==> src/rtl/qrr_pkg.sv <==
// shared types and constants for the quadratic real roots block
// no dependencies
`timescale 1ns / 1ps

package qrr_pkg;

   localparam int COEF_WIDTH_DEF = 16;
   localparam int ROOT_WIDTH_DEF = 32;
   localparam int ROOT_FRAC      = 16;

   typedef enum logic [1:0] {
      ST_OK      = 2'd0,
      ST_NO_REAL = 2'd1,
      ST_A_ZERO  = 2'd2
   } status_type;

   typedef struct packed {
      logic en;
      logic valid;
   } pipe_ctl_type;

endpackage

==> src/rtl/qrr_sqrt.sv <==
// pipelined floor integer square root, one result bit per stage
// depends on qrr_pkg
`timescale 1ns / 1ps

module qrr_sqrt import qrr_pkg::*; #(
   parameter int RAD_WIDTH = 36,
   parameter int SIDE_W    = 1
) (
   input  logic                     clock,
   input  logic                     reset,
   input  pipe_ctl_type             ctl,
   input  logic [RAD_WIDTH-1:0]     rad_in,
   input  logic [SIDE_W-1:0]        side_in,
   output logic                     valid_out,
   output logic [RAD_WIDTH/2-1:0]   root_out,
   output logic [SIDE_W-1:0]        side_out
);
   localparam int K = RAD_WIDTH / 2;

   logic [K:0]           rem_ff  [K];
   logic [K-1:0]         root_ff [K];
   logic [RAD_WIDTH-1:0] rad_ff  [K];
   logic [SIDE_W-1:0]    side_ff [K];
   logic [K-1:0]         v_ff;

   for (genvar gi = 0; gi < K; gi++) begin : g_stage
      logic [K:0]           rem_cur;
      logic [K-1:0]         root_cur;
      logic [RAD_WIDTH-1:0] rad_cur;
      logic [SIDE_W-1:0]    side_cur;
      logic                 v_cur;
      logic [K+2:0]         shifted;
      logic [K+2:0]         subtr;
      logic [K+2:0]         trial;
      logic                 fits;

      if (gi == 0) begin : g_first
         assign rem_cur  = '0;
         assign root_cur = '0;
         assign rad_cur  = rad_in;
         assign side_cur = side_in;
         assign v_cur    = ctl.valid;
      end else begin : g_next
         assign rem_cur  = rem_ff[gi-1];
         assign root_cur = root_ff[gi-1];
         assign rad_cur  = rad_ff[gi-1];
         assign side_cur = side_ff[gi-1];
         assign v_cur    = v_ff[gi-1];
      end

      assign shifted = {rem_cur, rad_cur[RAD_WIDTH-1 -: 2]};
      assign subtr   = {1'b0, root_cur, 2'b01};
      assign fits    = shifted >= subtr;
      assign trial   = shifted - subtr;

      always_ff @(posedge clock) begin
         if (reset) begin
            v_ff[gi] <= 1'b0;
         end else if (ctl.en) begin
            v_ff[gi] <= v_cur;
         end
      end

      always_ff @(posedge clock) begin
         if (ctl.en) begin
            rem_ff[gi]  <= fits ? trial[K:0] : shifted[K:0];
            root_ff[gi] <= {root_cur[K-2:0], fits};
            rad_ff[gi]  <= rad_cur << 2;
            side_ff[gi] <= side_cur;
         end
      end
   end

   assign valid_out = v_ff[K-1];
   assign root_out  = root_ff[K-1];
   assign side_out  = side_ff[K-1];

endmodule

==> config.mk <==
export PLATFORM = sky130hd
export DESIGN_NAME = qrr_sqrt
export DESIGN_NICKNAME = d
export VERILOG_FILES = /design/src/rtl/qrr_pkg.sv /design/src/rtl/qrr_sqrt.sv
export SDC_FILE = /design/constraint.sdc
export NUM_CORES = 1
export LEC_CHECK = 0
export BUFFER_PORTS_ARGS = -buffer_cell sky130_fd_sc_hd__buf_4
export CAP_MARGIN = 20
export CORE_UTILIZATION = 60
export CTS_BUF_LIST = sky130_fd_sc_hd__clkbuf_8
export CTS_CLUSTER_SIZE = 40
export DETAILED_ROUTE_END_ITERATION = 7
export PLACE_DENSITY = 0.77
export SLEW_MARGIN = 20
export SYNTH_ARGS = -nofsm -noshare
export SYNTH_HDL_FRONTEND = slang
export SYNTH_SLANG_ARGS = --single-unit
==> constraint.sdc <==
create_clock -name clock -period 5.9 [get_ports clock]
set_input_delay 0.885 -clock clock [delete_from_list [all_inputs] [get_ports clock]]
set_output_delay 0.885 -clock clock [all_outputs]
set_load 0.01 [all_outputs]
==> run summary <==
Total GRT Usage -> 20.7%
Die Area -> 62300 um^2
max layer used -> met4
worst slew pin tran -> 1040 ps
core box area -> 60500 um^2
Internal -> 10600 uW
crit-path max FO -> 18
DP HPWL -> 43900 um
main area contributors after synthesis -> edfxtp_1, ha_1, xnor2_1
hold buffer count at CTS -> 0
slowest CP cell -> nor4_1
CP arrival -> 4120 ps
Final setup viols -> 0
synth unique cells -> 80
Fin. Hold Viols -> 0
Post-CTS Setup Bufs -> 0
Synth warnings -> 0
max_slew headroom -> 30.6%
multiplexer share of the synthesized area -> 1.57%
worst hold path class -> in2reg
Post-synth EDFFs -> 796
metal3 WL -> 3000 um
IO Port Bufs -> 60
Vias per Instance -> 5.65
max incr delay on CP -> 630 ps
Syn Nets -> 2983
status -> completed
# rows -> 90
Simple-Gate Fraction of Synth Area -> 9.16%
part of the power in combinational logic -> 15.4%
ys flop type -> edfxtp_1
via count -> 21500
pwr dens -> 352 nW/um^2
DRT iter0 DRCs -> 1513
crit-path cells -> inv_1 -> ha_1 -> nand2_1 -> nor2_1 -> nand3_1 -> nor4_1 -> nor4_4 -> buf_4 -> or3_1 -> a2111oi_1 -> xor2_1
Seq/Total Area, Yosys -> 66.0%
Sw Ratio -> 26.6%
Worst Path Class, Setup -> reg2reg
chip height -> 250 um
Starting Density -> 60.8%
DRT Wirelength -> 63800 um
Post-DRT Antenna Nets -> 0
commonest non-fill, non-tap cell in the layout -> edfxtp_1
crit path time final -> 3640 ps
Routed WL per cell -> 16.7 um
setup TNS -> 0 ps
share of the synthesized area in the top cell type -> 65.0%
largest family of logic cells by synthesized area -> simple AND/OR/NAND/NOR gates
grt total ovfl -> 0
synthesized cell area -> 36800 um^2
Clock power frac -> 32.4%
drc violations -> 0
Leak Pwr -> 0.0160 uW
Post-Place Setup Slack -> 2230 ps
CTS tree -> done
Worst VDD drop -> 0.000271 V
drt pass-1 iters -> 6
Compound-Gate Fraction of Synth Area -> 8.58%
#FFs+latches synth -> 814
FFs w/ async S/R, synth -> 0%
most frequent cells in the layout -> edfxtp_1, inv_1, ha_1
largest net degree at the start of global routing -> 178
register share of total power -> 52.3%
vias in the first global route -> 21100
Synth Area in Adders -> 6.46%
share of layout cells above drive strength 1 -> 10.1%
Final nets -> 3154
post-synthesis xor/xnor area fraction -> 5.36%
fin. max-slew vios -> 0
WP data required -> 6380 ps
Post-CTS Resized -> 0
Final WS setup -> 2260 ps
total net switching power -> 3820 uW
DIE WIDTH -> 250 um
Final Cycle Share -> 61.7%
final setup skew -> 46.2 ps
final core utilization -> 67.5%
clk slew on worst S/H paths -> 60 ps
CP endpoint kind -> flop
Detail Route met2 WL -> 31500 um
largest area contributor in the netlist -> edfxtp_1
first-pass GRT wire length -> 103000 um
initial antenna violation count -> 1
Met1 Routed Length -> 27200 um
RSZ-0062 raised after global routing -> false
CTS Root Cell -> clkbuf_8
Mapped Cells -> 2752
Critical Path Source Type -> flop
Num CTS Buffers -> 134
filler cell count -> 4117
latest clock arrival within the worst-skew pair -> 780 ps
mean post-synth cell area -> 13.4 um^2
CTS Buffer Depth -> 3
max_cap viols -> 0
Placer Congestion -> 0.958
post-synthesis to final-layout area growth -> 11.0%
Top Ports -> 61
Sink Count -> 814
H-Tree Depth -> 4
fmax -> 275 MHz
## final timing paths
path | end | slack (ps) | cells after the start | start
setup reg to reg | rem_ff[12][16] | 2260 | 11 | root_ff[11][7]
hold reg to reg | rad_ff[3][27] | 410 | 0 | rad_ff[2][25]
setup / recovery | rem_ff[12][16] | 2260 | 11 | root_ff[11][7]
hold / removal | rad_ff[0][6] | 280 | 1 | rad_in[6]
## power by group through the flow
stage / combinational, uW / clock, uW / sequential [uW]
2_1_floorplan: 1650 / 0 / 7480
3_3_place_gp: 2100 / 0 / 7610
3_5_place_dp: 2190 / 0 / 7640
4_1_cts: 2200 / 4810 / 7530
5_1_grt: 2470 / 5040 / 7580
6_report: 2210 / 4650 / 7520
## stage by stage
| stage | cell area, um^2 | total power, uW | hold WS, ps | instances |
|---|---|---|---|---|
| 6_report | 40800 | 14400 | 280 | 3813 |
| 4_1_cts | 40800 | 14500 | 195 | 3811 |
| 2_1_floorplan | 36800 | 9130 | 400 | 2752 |
| 3_5_place_dp | 38300 | 9830 | 405 | 3568 |
| 3_3_place_gp | 38300 | 9710 | 400 | 3567 |
| 5_1_grt | 40800 | 15100 | 230 | 3813 |
## registers in the layout, summed over array words and instances (netlist names)
signal and cells:
rad_ff 306, root_ff 171, side_ff 18, rem_ff 301, g_stage.v_cur 17, valid_out 1
## critical path, delay by kind of cell (launching register included)
| kind | cells | cell delay (ps) |
|---|---|---|
| adder cells (fa/ha/maj) | 1 | 370 |
| XOR/XNOR | 1 | 110 |
| flip-flops | 1 | 430 |
| AO/OA/AOI/OAI | 1 | 460 |
| AND/OR/NAND/NOR | 6 | 1660 |
| buffers and inverters | 2 | 310 |
## metal layers
| metal | up-vias | track usage (%) |
|---|---|---|
| met5 | - | 0 |
| met4 | 0 | 9.70 |
| met3 | 170 | 4.20 |
| met2 | 549 | 34.8 |
| met1 | 10300 | 25.7 |
| li1 | 10500 | - |
## area by class of cell
class	instances	area, um^2	area share (%)
flip-flops and latches	814	24300	59.4
multi-input cells	1657	11500	28.1
clock buffers	139	1910	4.68
well taps	782	978	2.40
inverters	240	901	2.21
clock inverters	104	654	1.60
repair buffers	76	644	1.58
diodes	1	2.50	0.00613
## synthesized netlist by cell type, types with 10 or more instances
cell type  number
nand4_1        26
and3_1         10
nor3_1         68
o21a_1         42
inv_1         239
nand2b_1       36
o21bai_1       14
o21ai_0       140
nor2b_1        30
or4_1          16
clkbuf_1       28
a21o_1         48
o31ai_1        12
dfxtp_1        18
mux2i_1        25
xnor2_1       116
mux2_2         29
nor4_1         39
xor2_1        109
or3_1          23
nand2_1       173
a21oi_1       159
ha_1          190
nand3_1        38
or2_2          13
edfxtp_1      796
nor2_1        169
## cells by family (layout without fill, tap and decap cells)
group                    after synthesis  count (layout)
flip-flops                           814             814
AND/OR/NAND/NOR                      678             678
AO/OA/AOI/OAI                        509             509
buffers and inverters                281             559
XOR/XNOR                             225             225
adder cells (fa/ha/maj)              190             190
multiplexers                          54              54
other                                  1               2
Power figures use the tool's default switching activity.
